===== config.mk =====
export PLATFORM = sky130hd
export DESIGN_NAME = capture_period_mode_estimator
export DESIGN_NICKNAME = d
export VERILOG_FILES = /design/src/rtl/core/cpme_pkg.sv /design/src/rtl/core/cpme_front.sv /design/src/rtl/core/cpme_queue.sv /design/src/rtl/core/cpme_back.sv /design/src/rtl/core/capture_period_mode_estimator.sv
export SDC_FILE = /design/constraint.sdc
export NUM_CORES = 1
export LEC_CHECK = 0
export BUFFER_PORTS_ARGS = -buffer_cell sky130_fd_sc_hd__buf_4
export CAP_MARGIN = 20
export CORE_MARGIN = 3
export CORE_UTILIZATION = 40
export DETAILED_ROUTE_END_ITERATION = 10
export HOLD_SLACK_MARGIN = 0.06
export SETUP_SLACK_MARGIN = 0.05
export SLEW_MARGIN = 20
export SYNTH_ARGS = -nofsm -noshare
export SYNTH_HDL_FRONTEND = slang
export SYNTH_SLANG_ARGS = --single-unit
export TNS_END_PERCENT = 1

===== constraint.sdc =====
create_clock -name clk -period 17.35 [get_ports clk]
set_input_delay 3.47 -clock clk [delete_from_list [all_inputs] [get_ports clk]]
set_output_delay 3.47 -clock clk [all_outputs]
set_load 0.05 [all_outputs]

===== src/rtl/core/cpme_pkg.sv =====
// Shared constants, types and state codes of the capture period mode estimator.
package cpme_pkg;

  // Batch size and derived widths
  localparam int NUM_SAMPLES = 16;
  localparam int NUM_DIFFS   = NUM_SAMPLES - 1;
  localparam int CAP_W       = 16;
  localparam int DIFF_W      = CAP_W + 1;
  localparam int IDX_W       = $clog2(NUM_SAMPLES);
  localparam int DIDX_W      = $clog2(NUM_DIFFS);
  localparam int CNT_W       = $clog2(NUM_DIFFS + 1);

  // Queue between front and back
  localparam int Q_DEPTH     = 2;
  localparam int Q_PTR_W     = $clog2(Q_DEPTH);
  localparam int Q_CNT_W     = $clog2(Q_DEPTH + 1);

  // One neighbour difference on its way to the back end
  typedef struct packed {
    logic                     last;
    logic signed [DIFF_W-1:0] diff;
  } cpme_item_t;

  // Back end sequencer states
  typedef enum logic [2:0] {
    BK_FILL,
    BK_LOAD,
    BK_COUNT,
    BK_STEP,
    BK_EMIT
  } cpme_bk_state_t;

endpackage


===== src/rtl/core/cpme_front.sv =====
// Front end: accepts captures and forms the signed neighbour differences.
module cpme_front
  import cpme_pkg::*;
(
  input  logic             clk,
  input  logic             rst_n,
  input  logic             in_tvalid,
  output logic             in_tready,
  input  logic [CAP_W-1:0] in_capture,
  input  logic             q_full,
  output logic             q_wr_valid,
  output cpme_item_t       q_wr_item
);

  logic [IDX_W-1:0] idx_r;
  logic [IDX_W-1:0] idx_nxt;
  logic [CAP_W-1:0] prev_r;
  logic             accept;
  logic             is_last;

  // Stall the source only while the queue is full
  assign in_tready = !q_full;
  assign accept    = in_tvalid && in_tready;
  assign is_last   = (idx_r == IDX_W'(NUM_SAMPLES - 1));

  // Push a difference for every capture but the first of a batch
  assign q_wr_valid     = accept && (idx_r != '0);
  assign q_wr_item.last = is_last;
  assign q_wr_item.diff = $signed({1'b0, in_capture}) - $signed({1'b0, prev_r});

  // Advance the position within the batch
  always_comb begin
    idx_nxt = idx_r;
    if (accept) begin
      idx_nxt = is_last ? '0 : idx_r + IDX_W'(1);
    end
  end

  always_ff @(posedge clk) begin
    if (!rst_n) begin
      idx_r <= '0;
    end else begin
      idx_r <= idx_nxt;
    end
  end

  // Hold the previous capture
  always_ff @(posedge clk) begin
    if (accept) begin
      prev_r <= in_capture;
    end
  end

endmodule


===== src/rtl/core/cpme_queue.sv =====
// Short queue of differences between the front and the back end.
module cpme_queue
  import cpme_pkg::*;
(
  input  logic       clk,
  input  logic       rst_n,
  input  logic       wr_valid,
  input  cpme_item_t wr_item,
  output logic       full,
  output logic       rd_valid,
  output cpme_item_t rd_item,
  input  logic       rd_pop
);

  cpme_item_t         mem_r [Q_DEPTH];
  logic [Q_PTR_W-1:0] wr_ptr_r;
  logic [Q_PTR_W-1:0] rd_ptr_r;
  logic [Q_CNT_W-1:0] cnt_r;
  logic               do_wr;
  logic               do_rd;

  assign full     = (cnt_r == Q_CNT_W'(Q_DEPTH));
  assign rd_valid = (cnt_r != '0);
  assign rd_item  = mem_r[rd_ptr_r];
  assign do_wr    = wr_valid && !full;
  assign do_rd    = rd_pop && rd_valid;

  // Advance pointers and fill level
  always_ff @(posedge clk) begin
    if (!rst_n) begin
      wr_ptr_r <= '0;
      rd_ptr_r <= '0;
      cnt_r    <= '0;
    end else begin
      if (do_wr) begin
        wr_ptr_r <= (wr_ptr_r == Q_PTR_W'(Q_DEPTH - 1)) ? '0 : wr_ptr_r + Q_PTR_W'(1);
      end
      if (do_rd) begin
        rd_ptr_r <= (rd_ptr_r == Q_PTR_W'(Q_DEPTH - 1)) ? '0 : rd_ptr_r + Q_PTR_W'(1);
      end
      unique case ({do_wr, do_rd})
        2'b10:   cnt_r <= cnt_r + Q_CNT_W'(1);
        2'b01:   cnt_r <= cnt_r - Q_CNT_W'(1);
        default: cnt_r <= cnt_r;
      endcase
    end
  end

  // Store the entry
  always_ff @(posedge clk) begin
    if (do_wr) begin
      mem_r[wr_ptr_r] <= wr_item;
    end
  end

endmodule


===== src/rtl/core/cpme_back.sv =====
// Back end: keeps a batch of differences in a ring and picks the most frequent one.
module cpme_back
  import cpme_pkg::*;
(
  input  logic             clk,
  input  logic             rst_n,
  input  logic             q_rd_valid,
  input  cpme_item_t       q_rd_item,
  output logic             q_rd_pop,
  output logic             out_tvalid,
  input  logic             out_tready,
  output logic [CAP_W-1:0] out_period
);

  cpme_bk_state_t           state_r,    state_nxt;
  logic signed [DIFF_W-1:0] ring_r [NUM_DIFFS];
  logic signed [DIFF_W-1:0] ring_in;
  logic                     shift_en;
  logic signed [DIFF_W-1:0] cand_r,     cand_nxt;
  logic [CNT_W-1:0]         cnt_r,      cnt_nxt;
  logic [DIDX_W-1:0]        cidx_r,     cidx_nxt;
  logic [DIDX_W-1:0]        pass_r,     pass_nxt;
  logic signed [DIFF_W-1:0] best_key_r, best_key_nxt;
  logic [CNT_W-1:0]         best_cnt_r, best_cnt_nxt;
  logic                     out_valid_r, out_valid_nxt;
  logic [CAP_W-1:0]         out_data_r, out_data_nxt;
  logic [CNT_W-1:0]         cnt_sum;
  logic                     take;

  assign out_tvalid = out_valid_r;
  assign out_period = out_data_r;

  // Count the candidate against the difference at the head of the ring
  assign cnt_sum = cnt_r + CNT_W'(ring_r[0] == cand_r);
  assign take    = (pass_r == '0) || (cnt_sum > best_cnt_r) ||
                   ((cnt_sum == best_cnt_r) && (cand_r > best_key_r));

  // Sequence fill, count passes and result
  always_comb begin
    state_nxt     = state_r;
    cand_nxt      = cand_r;
    cnt_nxt       = cnt_r;
    cidx_nxt      = cidx_r;
    pass_nxt      = pass_r;
    best_key_nxt  = best_key_r;
    best_cnt_nxt  = best_cnt_r;
    out_data_nxt  = out_data_r;
    out_valid_nxt = out_valid_r && !out_tready;
    q_rd_pop      = 1'b0;
    shift_en      = 1'b0;
    ring_in       = ring_r[0];

    unique case (state_r)
      BK_FILL: begin
        q_rd_pop = q_rd_valid;
        shift_en = q_rd_valid;
        ring_in  = q_rd_item.diff;
        if (q_rd_valid && q_rd_item.last) begin
          state_nxt = BK_LOAD;
        end
      end
      BK_LOAD: begin
        cand_nxt  = ring_r[0];
        cnt_nxt   = '0;
        cidx_nxt  = '0;
        pass_nxt  = '0;
        state_nxt = BK_COUNT;
      end
      BK_COUNT: begin
        shift_en = 1'b1;
        cnt_nxt  = cnt_sum;
        cidx_nxt = cidx_r + DIDX_W'(1);
        if (cidx_r == DIDX_W'(NUM_DIFFS - 1)) begin
          if (take) begin
            best_key_nxt = cand_r;
            best_cnt_nxt = cnt_sum;
          end
          cidx_nxt  = '0;
          state_nxt = (pass_r == DIDX_W'(NUM_DIFFS - 1)) ? BK_EMIT : BK_STEP;
        end
      end
      BK_STEP: begin
        // Rotate once so the next candidate sits at the head
        shift_en  = 1'b1;
        cand_nxt  = ring_r[1];
        cnt_nxt   = '0;
        pass_nxt  = pass_r + DIDX_W'(1);
        state_nxt = BK_COUNT;
      end
      BK_EMIT: begin
        if (!out_valid_r || out_tready) begin
          out_valid_nxt = 1'b1;
          out_data_nxt  = best_key_r[DIFF_W-1] ? '0 : best_key_r[CAP_W-1:0];
          state_nxt     = BK_FILL;
        end
      end
      default: begin
        state_nxt = BK_FILL;
      end
    endcase
  end

  always_ff @(posedge clk) begin
    if (!rst_n) begin
      state_r     <= BK_FILL;
      out_valid_r <= 1'b0;
      cnt_r       <= '0;
      cidx_r      <= '0;
      pass_r      <= '0;
    end else begin
      state_r     <= state_nxt;
      out_valid_r <= out_valid_nxt;
      cnt_r       <= cnt_nxt;
      cidx_r      <= cidx_nxt;
      pass_r      <= pass_nxt;
    end
  end

  // Hold candidate, best so far and the result
  always_ff @(posedge clk) begin
    cand_r     <= cand_nxt;
    best_key_r <= best_key_nxt;
    best_cnt_r <= best_cnt_nxt;
    out_data_r <= out_data_nxt;
  end

  // Rotate the ring towards the head, new entries enter at the tail
  always_ff @(posedge clk) begin
    if (shift_en) begin
      for (int k = 0; k < NUM_DIFFS - 1; k++) begin
        ring_r[k] <= ring_r[k+1];
      end
      ring_r[NUM_DIFFS-1] <= ring_in;
    end
  end

endmodule


===== src/rtl/core/capture_period_mode_estimator.sv =====
// Top level: most frequent neighbour difference over a batch of timer captures.
// Throughput is set by the back end, which compares each difference against the ring of
// NUM_SAMPLES-1 differences one per cycle; meanwhile the front end takes captures of the
// next batch only until the queue is full.
// Reset: synchronous, active low; clears batch position, queue, sequencer and out_tvalid.
module capture_period_mode_estimator
  import cpme_pkg::*;
(
  input  logic        clk,
  input  logic        rst_n,
  input  logic        in_tvalid,
  output logic        in_tready,
  input  logic [15:0] in_tdata,   // [15:0] capture_value
  output logic        out_tvalid,
  input  logic        out_tready,
  output logic [15:0] out_tdata   // [15:0] period_ticks
);

  logic       q_full;
  logic       q_wr_valid;
  cpme_item_t q_wr_item;
  logic       q_rd_valid;
  cpme_item_t q_rd_item;
  logic       q_rd_pop;

  // Accept captures and form differences
  cpme_front u_front (
    .clk        (clk),
    .rst_n      (rst_n),
    .in_tvalid  (in_tvalid),
    .in_tready  (in_tready),
    .in_capture (in_tdata[CAP_W-1:0]),
    .q_full     (q_full),
    .q_wr_valid (q_wr_valid),
    .q_wr_item  (q_wr_item)
  );

  // Decouple front and back
  cpme_queue u_queue (
    .clk      (clk),
    .rst_n    (rst_n),
    .wr_valid (q_wr_valid),
    .wr_item  (q_wr_item),
    .full     (q_full),
    .rd_valid (q_rd_valid),
    .rd_item  (q_rd_item),
    .rd_pop   (q_rd_pop)
  );

  // Pick the mode and deliver the result
  cpme_back u_back (
    .clk        (clk),
    .rst_n      (rst_n),
    .q_rd_valid (q_rd_valid),
    .q_rd_item  (q_rd_item),
    .q_rd_pop   (q_rd_pop),
    .out_tvalid (out_tvalid),
    .out_tready (out_tready),
    .out_period (out_tdata[CAP_W-1:0])
  );

endmodule

Word-level counts from Yosys, hierarchy flattened
Memory sizes are Yosys's and may differ from the RTL's. A register that Yosys moved wholly into a read port is not among the register bits.
Cells that the tools add are included.
- register bits after elaboration: 94
- bits in writable memories: 291
- bits of input ports: 20
- output and inout bits: 18
- logic and storage cells: 93
- memories kept: 2
- add/subtract/negate cells: 9
- magnitude comparators: 2
- eq/ne operators: 15
- mux-type cells: 25
- reductions and logical operators: 26
- memories (name ; depth ; width ; read ports ; clocked after memory_dff ; write ports ; RTL line ; RTL):
    u_back.ring_r ; 15 ; 17 ; 15 ; 0 ; 15 ; cpme_back.sv:16 ; logic signed [DIFF_W-1:0] ring_r [NUM_DIFFS];
    u_queue.mem_r ; 2 ; 18 ; 1 ; 1 ; 1 ; cpme_queue.sv:15 ; cpme_item_t mem_r [Q_DEPTH];
- operator list (kind ; number):
    case mux 17 bit (2 select lines) ; 1
    case mux 4 bit (2 select lines) ; 3
    == test 17 bit ; 1
    greater-than comparator 17 bit ; 1
    two-way mux 17 bit ; 1
    subtractor 16 x 16 -> 17 bit ; 1
    adder 4 x 1 -> 4 bit (second input constant) ; 3
    == test 4 bit (second input constant) ; 3
    two-way mux 3 bit ; 4
    case mux 3 bit (4 select lines) ; 1
    two-way mux 1 bit ; 11
    nonzero test 2 bit ; 5
    two-way mux 4 bit ; 2
    logical AND 1 bit ; 7
    == test 3 x 2 -> 1 bit (second input constant) ; 2
    inequality test 2 x 1 -> 1 bit (second input constant) ; 3
    AND reduction 3 bit ; 2
    adder 4 x 1 -> 4 bit ; 1
    == test 2 bit (second input constant) ; 2
    == test 4 bit ; 1
    greater-than comparator 4 bit ; 1
    zero test 4 bit ; 1
    case mux 2 bit (2 select lines) ; 1
    nonzero test 4 bit ; 1
    other kinds (12) ; 18

Logic depth before layout (Yosys ltp)
Gate-level depths: netlist of run 1.
- word-level depth: 7
- mapped depth: 13

Modules after synthesis
A second synthesis of run 1 with hierarchy kept.
- cell total of the unflattened synthesis: 821
- area total of the unflattened synthesis: 14472.6 µm²
- by module, submodules not included (module ; instances ; cells each ; area each (µm²)):
    cpme_back ; 1 ; 575 ; 11403.4
    cpme_front ; 1 ; 164 ; 1536.5
    cpme_queue ; 1 ; 82 ; 1532.7

Worst setup path after synthesis of run 1
Ideal clock, no wire load.
- path type: register to register
- start: register u_back.state_r[2]
- end: memory u_back.ring_r[0][0] in the netlist's numbering (enable)
- data arrival time: 5.029 ns
- data required time: 15.391 ns
- slack: 10.362 ns
- cell stages (with the launch flop): 5
- buffers on the path: 1
- period minus slack after synthesis: 6.988 ns
- cells stage by stage: dfxtp_1 > clkbuf_1 > nor3_2 > o21ai_1 > nand2_1
- RTL lines (what ; RTL line ; RTL):
    start: declaration ; cpme_back.sv:15 ; cpme_bk_state_t state_r, state_nxt;
    start signal: assignment ; cpme_back.sv:111 ; state_r <= state_nxt;
    end: declaration ; cpme_back.sv:16 ;

==> results of run 1 <==
## worst register-to-register path: cells and delay by family (launching register included)
kind / cells / cell delay [ps]
and+or+nand+nor: 4 / 960
xor gates and xnor gates: 2 / 310
DFF: 1 / 470
AOI/OAI and AO/OA: 3 / 1060
adders and majority gates: 3 / 780
## per-stage QoR
| stage | power [mW] | cell area [µm²] | utilization (%) |
|---|---|---|---|
| final | 2.976 | 16530 | 47.17 |
| after global routing | 3.136 | 16530 | 47.17 |
| after CTS | 3.023 | 16530 | 47.17 |
| after detailed placement | 2.183 | 15260 | 43.53 |
| after global placement | 2.157 | 15250 | 43.51 |
| after floorplan | 2.107 | 14400 | - |
## area by class of cell
cell class	count	area share, %
Multi-Input combinational cell	384	16.98
Inverter	55	1.249
Timing Repair Buffer	43	2.028
Clock inverter	25	1.385
Sequential cell	386	68.59
Tap cell	455	3.443
Clock buffer	46	6.319
## state kept, by name, summed over array words and instances, names as in the netlist, named ones only
name,flops
u_back.best_cnt_r,4
u_back.best_key_r,17
u_back.cand_r,17
u_back.cidx_r,4
u_back.cnt_r,4
u_back.out_period,16
u_back.out_tvalid,1
u_back.pass_r,4
u_back.ring_r,255
u_back.state_r,3
u_front.idx_r,4
u_front.prev_r,16
u_queue.cnt_r,2
u_queue.mem_r,36
u_queue.rd_ptr_r,1
u_queue.wr_ptr_r,1
## path summary, 6_finish.rpt
| path | from | endpoint | slack (ps) | cells after the start |
|---|---|---|---|---|
| worst max-delay path | in_tdata[0] | u_queue.mem_r[0][16]$_DFFE_PP_ | 12120 | 10 |
| worst min-delay path | u_back.ring_r[0][88]$_DFFE_PP_ | u_back.ring_r[0][71]$_DFFE_PP_ | 390 | 0 |
| worst max register to register | u_back.ring_r[0][6]$_DFFE_PP_ | u_back.best_key_r[5]$_DFFE_PP_ | 13400 | 12 |
| worst min register to register | u_back.ring_r[0][88]$_DFFE_PP_ | u_back.ring_r[0][71]$_DFFE_PP_ | 390 | 0 |
## cell families after synthesis
group | Yosys count
flops | 386
simple gates | 157
compound gates | 108
buf+inv | 71
fa+ha+maj | 48
mux | 36
xor+xnor | 35
## power by group
| part | internal, mW | switching [mW] | total [mW] |
|---|---|---|---|
| sequential | 1.59 | 0.132 | 1.73 |
| clock | 0.491 | 0.333 | 0.824 |
| combinational | 0.115 | 0.311 | 0.425 |
## metal layers
metal  global-route usage, %  wire [µm]  vias to the layer above
li1                        -          -                     3281
met1                   16.70      10730                     3319
met2                   16.85       9714                      103
met3                   2.542        887                       43
met4                   3.433        525                        0
met5                       0          0                        -
## placed cells by master, fill, tap and decap left out, drive strengths merged, types with 17 or more instances in the layout
| cell | instances |
|---|---|
| o21ai | 17 |
| clkbuf | 46 |
| edfxtp | 361 |
| a21oi | 42 |
| xnor2 | 17 |
| mux2i | 19 |
| nor2b | 18 |
| dfxtp | 25 |
| xor2 | 18 |
| ha | 47 |
| clkinv | 18 |
| mux2 | 17 |
| nor2 | 46 |
| buf | 43 |
| nand2 | 28 |
| inv | 55 |
==> impl_metrics.ini, run 1 <==
[die]
die_y_um = 195.8
die_w_um = 195.8
initial_core_util_pct = 41.09
core_mm2 = 0.03505
die_area_mm2 = 0.03832
rows = 68
ios = 38

[final_layout]
antenna_cells = 0
n_fill_cell = 2988
layout-area-overhead-vs-synth_pct = 14.78
regArea_mm2 = 0.01134
drive_above_1_share_pct = 13.95
final_nets = 978
finalNonFillerCells = 1394
multi_input_area_mm2 = 0.002808

[clocking]
cts_tree = done
cts_inserted_buffers = 40
postCtsSetupBuffers = 0
cts_root_buf = clkbuf_16
post_cts_resized = 0
path_clk_slew_ps = 60
worstSkewPairLatency_ps = 520
clock_tree.buffer_depth = 3
cts_sinks = 386
htreeDepth = 2
hold_buffers = 0

[synth]
ys_top_cells_by_count = edfxtp_1, inv_1, ha_1
synth-simple-area-share_pct = 5.481
synthXorXnorAreaFrac_pct = 2.128
yosysMostFrequentCell = edfxtp_1
yosys_register_bits = 386
netlist.area_leader.share_pct = 75.26
yosysWarnings = 0
synth_top_cell_by_area = edfxtp_1
synth_top_family_by_area = simple AND/OR/NAND/NOR gates
synth_ff_type = edfxtp_1
syn-num-nets = 909
yosysSeqAreaShare_pct = 78.74
yosys-top-cells-area = edfxtp_1, ha_1, dfxtp_1, inv_1, a21oi_1
syn_area_per_cell_um2 = 17.13
synthAdderAreaFrac_pct = 4.222
synth_area_mm2 = 0.01440
ys_types = 57
yosys-mux-area-fraction_pct = 2.649
synthCells = 841
synth_edf_count = 361
async_flop_share_pct = 0
synth_compound_area_share_pct = 4.838

[placement]
place.gp.congestion = 0.8505
hpwlAfterDp_um = 13570
dp_slack_ps = 11600
portBuffers = 37
dp.cells = 1323

[run_status]
run_status = finished, final reports clean

[route]
drc = 0
finalWirelength_um = 21850
num_vias = 6746
first_pass_iters = 4
drt_iter0_drc = 535
routed_via_density = 4.839
wire_per_inst_um = 15.68
ant_nets = 0

[timing]
grt_setup_unrepaired = no
fmax_ghz = 0.1912
period_share_pct = 30.14
setup_viol = 0
setup_slack_ps = 12120
fin_crit_ps = 5230
slew_headroom_pct = 27.04
final-hold-violation-count = 0
tightest_slew_ps = 1094
hold_ws_ps = 394.6
skew_ps = 21.29
drv_slew = 0
setup-tns-final_ps = 0

[critical_path]
crit_type = input pin to flop
critPathCaptureType = flop
path_delay_family = compound AO/OA/AOI/OAI gates
cp_cell_sequence = buf_4 > inv_1 > ha_1 > fa_1 > and2b_1 > o21ai_1 > a2111oi_0 > nor2_1 > a21oi_1 > a31oi_1
crit_buf_inv = 2
cp.required_ps = 17590
startpoint_type = input pin
crit_fanout = 3
worstPathArrival_ps = 5470
cp_slowest_stage_delay_ps = 470
cp_slowest_cell = a2111oi_0

[pwr]
ir_drop_v = 0.0002343
power_density_mw_per_mm2 = 180.0
p_leak_nw = 5.830

[global_routing]
antenna_found_initial = 0
grt_pass1_vias = 6526
track_usage_pct = 11.31
grt_start_max_net_pins = 211
grt.overflow.total = 0
grt_first_pass_wirelength_um = 35000

[worst_hold_path]
hold_path.class = flop to flop

[flow_run]
max_cap_violations = 0
Power figures use the tool's default switching activity.
==> inputs of run 2 (changes only) <==
==> constraint.sdc (replaced) <==
create_clock -name clk -period 5.25 [get_ports clk]
set_input_delay 1.05 -clock clk [delete_from_list [all_inputs] [get_ports clk]]
set_output_delay 1.05 -clock clk [all_outputs]
set_load 0.05 [all_outputs]
==> impl_metrics.ini, run 2 (synthesis results as in run 1) <==
[run_status]
run_status = finished, final reports clean

[worst_hold_path]
hold_path.class = flop to flop

[timing]
drv_slew = 0
final-hold-violation-count = 0
slew_headroom_pct = 38.41
setup-tns-final_ps = 0
tightest_slew_ps = 923.9
skew_ps = 13.75
fin_crit_ps = 3827
hold_ws_ps = 405.9
fmax_ghz = 0.2613
period_share_pct = 72.89
grt_setup_unrepaired = no
setup_viol = 0

[critical_path]
crit_type = flop to flop
cp_slowest_cell = edfxtp_1
cp.required_ps = 5520
startpoint_type = flop
crit_fanout = 16
cp_slowest_stage_delay_ps = 430
critPathCaptureType = flop
cp_cell_sequence = xor2_1 > nor4_1 > nand3_1 > nor4_1 > ha_1 > ha_1 > ha_1 > nor2b_1 > o21a_1 > o21a_1 > o21a_1 > o31ai_1 > a21oi_2 > buf_4
worstPathArrival_ps = 4090

[clocking]
cts_inserted_buffers = 40
path_clk_slew_ps = 60
post_cts_resized = 0
cts_root_buf = clkbuf_16
worstSkewPairLatency_ps = 530
clock_tree.buffer_depth = 3
htreeDepth = 2
postCtsSetupBuffers = 0
hold_buffers = 0
cts_tree = done
cts_sinks = 386

[global_routing]
grt_pass1_vias = 6686
grt_first_pass_wirelength_um = 35910
grt_start_max_net_pins = 122
grt.overflow.total = 0
antenna_found_initial = 0
track_usage_pct = 11.71

[final_layout]
layout_common_cells = edfxtp_1, inv_1, ha_1
final_nets = 982
drive_above_1_share_pct = 13.07
largestRegisters = u_back.ring_r x255, u_queue.mem_r x36
final_common_cell = edfxtp_1
layout-area-overhead-vs-synth_pct = 14.52
antenna_cells = 0
multi_input_area_mm2 = 0.002809
regMostFlops = u_back.ring_r
largest_register_ffs = 255
regArea_mm2 = 0.01134
n_fill_cell = 2982

[route]
drt_iter0_drc = 503
ant_nets = 0
routed_via_density = 4.805
first_pass_iters = 5
drc = 0
finalWirelength_um = 22160
num_vias = 6708
wire_per_inst_um = 15.87

[die]
initial_core_util_pct = 41.09
rows = 68
ios = 38
die_w_um = 195.8
die_y_um = 195.8
die_area_mm2 = 0.03832
core_mm2 = 0.03505

[placement]
portBuffers = 37
place.gp.congestion = 0.8238
hpwlAfterDp_um = 13940

[pwr]
ir_drop_v = 0.0004362
p_leak_nw = 5.805
power_density_mw_per_mm2 = 591.0

[flow_run]
max_cap_violations = 0
## run 2: changes by cell type in the layout (fill, tap and decap cells not counted), sizes merged
cell / previous run / this run
buf: 43 / 47
bufinv: 4 / 2
clkbuf: 46 / 55
clkinv: 18 / 9
clkinvlp: 3 / 1
inv: 55 / 57
## run 2: where the power goes
| group | total (mW) | leakage, nW | internal [mW] | switching, mW |
|---|---|---|---|---|
| Combinational | 1.49 | 1.69 | 0.408 | 1.08 |
| Clock | 2.61 | 0.578 | 1.53 | 1.08 |
| Sequential | 5.65 | 3.54 | 5.26 | 0.393 |
## run 2: metal layers
metal / vias up / GRT usage (%) / wire (µm)
met2: 133 / 16.89 / 9506
met3: 50 / 2.610 / 1014
li1: 3291 / - / -
met5: - / 0 / 0
met4: 0 / 4.067 / 629
met1: 3234 / 17.59 / 11010
## run 2: area by class of cell
type	count	share of cell area, %
Sequential cell	386	68.76
Multi-Input combinational cell	384	17.03
Clock buffer	55	6.539
Tap cell	455	3.451
Timing Repair Buffer	47	2.215
Inverter	55	1.252
Clock inverter	14	0.7586
## run 2: critical path, delay by kind of cell, from the launching register on
| family | cells | cell delay [ps] |
|---|---|---|
| compound gates | 5 | 900 |
| xor+xnor | 1 | 190 |
| flops | 1 | 430 |
| fa+ha+maj | 3 | 820 |
| simple gates | 4 | 970 |
| buf+inv | 1 | 240 |
## run 2: per-stage QoR
stage	setup WS, ps	util [%]	instance area, µm²	instances	power (mW)
2_1_floorplan	662.1	-	14410	841	6.676
3_3_place_gp	1518	43.62	15290	1327	7.172
3_5_place_dp	1384	43.62	15290	1327	7.248
4_1_cts	1369	47.06	16490	1396	9.899
5_1_grt	1112	47.06	16490	1396	10.28
6_report	1423	47.06	16490	1396	9.749
## run 2: worst paths after layout
| path | from | endpoint | slack [ps] | cells after the start |
|---|---|---|---|---|
| worst max register to register | u_back.ring_r[0][6]$_DFFE_PP_ | u_back.best_key_r[9]$_DFFE_PP_ | 1420 | 14 |
| worst min register to register | u_back.ring_r[0][98]$_DFFE_PP_ | u_back.ring_r[0][81]$_DFFE_PP_ | 410 | 0 |
| worst max-delay path | u_back.ring_r[0][6]$_DFFE_PP_ | u_back.best_key_r[9]$_DFFE_PP_ | 1420 | 14 |
| worst min-delay path | u_back.ring_r[0][98]$_DFFE_PP_ | u_back.ring_r[0][81]$_DFFE_PP_ | 410 | 0 |
==> inputs of run 3 (changes only) <==
==> constraint.sdc (replaced) <==
create_clock -name clk -period 3.16 [get_ports clk]
set_input_delay 0.632 -clock clk [delete_from_list [all_inputs] [get_ports clk]]
set_output_delay 0.632 -clock clk [all_outputs]
set_load 0.05 [all_outputs]
==> impl_metrics.ini, run 3 (synthesis results as in run 1) <==
[run_status]
run_status = complete, but fails checks
failed_checks = negative setup slack

[clocking]
cts_sinks = 386
cts_tree = done
htreeDepth = 2
clock_tree.buffer_depth = 3
path_clk_slew_ps = 60
cts_root_buf = clkbuf_16
cts_inserted_buffers = 39
hold_buffers = 0
worstSkewPairLatency_ps = 520

[critical_path]
cp_slowest_cell = edfxtp_1
rrSetupSlack_ps = -230
endpoint = u_back.best_key_r[2]$_DFFE_PP_
startpoint_type = flop
critPathCaptureType = flop
cp.required_ps = 3440
reg2reg_to = u_back.best_key_r[2]$_DFFE_PP_
cp_slowest_stage_delay_ps = 410
cp_cell_sequence = xor2_1 > nor4_2 > nand3_1 > nor4_2 > buf_4 > ha_4 > ha_4 > ha_4 > nor2b_4 > o21a_1 > o21a_1 > o21a_1 > nor3_1 > buf_4 > a21oi_4 > buf_12
r2r_start = u_back.cand_r[12]$_DFFE_PP_
crit_fanout = 8
cp-startpoint = u_back.cand_r[12]$_DFFE_PP_
worstPathArrival_ps = 3670
crit_type = flop to flop
worstRegToRegCells = 16

[timing]
skew_ps = 17.63
setup_viol = 21
grt_setup_unrepaired = yes
fin_crit_ps = 3394
slew_headroom_pct = 64.15
tightest_slew_ps = 533.7
drv_slew = 0
fmax_ghz = 0.2947
period_share_pct = 107.4
setup_slack_ps = -233.5
final-hold-violation-count = 0

[route]
num_vias = 6894
ant_nets = 0
wire_per_inst_um = 15.23
finalWirelength_um = 22010
drt_iter0_drc = 409
drc = 0
first_pass_iters = 4
routed_via_density = 4.771

[final_layout]
regMostFlops = u_back.ring_r
layout-area-overhead-vs-synth_pct = 17.75
finalNonFillerCells = 1445
largestRegisters = u_back.ring_r x255, u_queue.mem_r x36
antenna_cells = 0
drive_above_1_share_pct = 19.09
final_nets = 1034
largest_register_ffs = 255
layout_common_cells = edfxtp_1, buf_4, inv_1
design_area_mm2 = 0.01696
final_common_cell = edfxtp_1

[flow_run]
max_cap_violations = 0

[die]
die_y_um = 195.8
ios = 38
die_area_mm2 = 0.03832
rows = 68
die_w_um = 195.8
initial_core_util_pct = 41.09
core_mm2 = 0.03505

[pwr]
ir_drop_v = 0.0005826
power_frac_comb_pct = 17.6
power_density_mw_per_mm2 = 961.5
swShare_pct = 26.23
p_int_mw = 12.03
p_seq_share_pct = 57.2
clockPowerShare_pct = 25.2
p_leak_nw = 6.063
p_sw_mw = 4.277

[global_routing]
grt_pass1_vias = 6722
track_usage_pct = 11.47
antenna_found_initial = 0
grt.overflow.total = 0
grt_start_max_net_pins = 45
grt_first_pass_wirelength_um = 35100

[worst_hold_path]
hold_path.class = input pin to flop

[placement]
place.gp.congestion = 0.7716
hpwlAfterDp_um = 14280
place_area_mm2 = 0.01569
portBuffers = 37
dp.cells = 1377
run 3: cell count changes in the layout (fill, tap and decap cells not counted), moves of 2 or more:
cell       previous run  this run
inv_6                 2         0
nor4_1                4         1
nor4_2                0         3
ha_1                 47        44
clkinv_2              1         7
ha_4                  0         3
buf_4                46        96
clkbuf_1             14         7
bufinv_16             2         0
run 3: critical path: cells and delay by family (launching register included):
kind / cells / cell delay, ps
and+or+nand+nor: 5 / 910
AOI/OAI and AO/OA: 4 / 580
adders and majority gates: 3 / 570
buffers and inverters: 3 / 480
DFF: 1 / 410
xor gates and xnor gates: 1 / 190
run 3: cell type report:
class / count / area, µm²
Clock inverter: 16 / 78.83
Sequential cell: 386 / 11340
Inverter: 55 / 206.4
Timing Repair Buffer: 100 / 799.5
Multi-Input combinational cell: 384 / 2899
Clock buffer: 49 / 1066
Tap cell: 455 / 569.3
Fill cell: 2954 / 18090
run 3: per-stage QoR:
stage          hold WS (ps)  setup WS, ps  setup TNS, ps  power, mW  utilization (%)
6_report              310.4        -233.5          -4763      16.31            48.38
4_1_cts               283.2        -375.1          -7791      16.57            48.29
2_1_floorplan         400.3        -72.89          -1531      11.03                -
3_3_place_gp          400.2        -442.5          -9180      12.22            44.75
5_1_grt               280.4        -430.3          -8834      17.22            48.38
3_5_place_dp          404.5        -505.1         -10470      12.33            44.75
run 3: worst min path at each step:
stage | start | endpoint | slack, ps | cells after the start
2_1_floorplan | u_back.ring_r[0][117]$_DFFE_PP_ | u_back.ring_r[0][100]$_DFFE_PP_ | 400 | 0
3_3_place_gp | u_back.ring_r[1][5]$_DFFE_PP_ | u_back.ring_r[0][124]$_DFFE_PP_ | 400 | 0
3_5_place_dp | u_back.ring_r[0][129]$_DFFE_PP_ | u_back.ring_r[0][112]$_DFFE_PP_ | 400 | 0
4_1_cts | in_tdata[14] | u_front.prev_r[14]$_DFFE_PP_ | 280 | 1
5_1_grt | in_tdata[14] | u_front.prev_r[14]$_DFFE_PP_ | 280 | 1
6_report | in_tdata[14] | u_front.prev_r[14]$_DFFE_PP_ | 310 | 1
run 3: layer usage:
metal | GRT usage (%) | share of wire [%] | routed length [µm] | vias up
met1 | 16.60 | 48 | 10640 | 3330
met2 | 17.21 | 44 | 9783 | 123
li1 | - | - | - | 3399
met3 | 2.662 | 5.1 | 1125 | 42
met5 | 0 | 0 | 0 | -
met4 | 3.855 | 2.1 | 454 | 0
run 3: timing repair:
action	CTS	global route
cloned	1	0
endpoints found under the hold margin	0	0
setup endpoints to repair	21	21
pin swaps	6	2
setup buffers	1	1
gates resized for setup	9	4
run 3: power by group through the flow:
| stage | sequential, mW | clock (mW) | combinational [mW] |
|---|---|---|---|
| final | 9.32 | 4.11 | 2.87 |
| after global routing | 9.53 | 4.48 | 3.21 |
| after CTS | 9.35 | 4.28 | 2.93 |
| after detailed placement | 9.43 | 0 | 2.90 |
| after global placement | 9.34 | 0 | 2.88 |
| after floorplan | 9.27 | 0 | 1.76 |
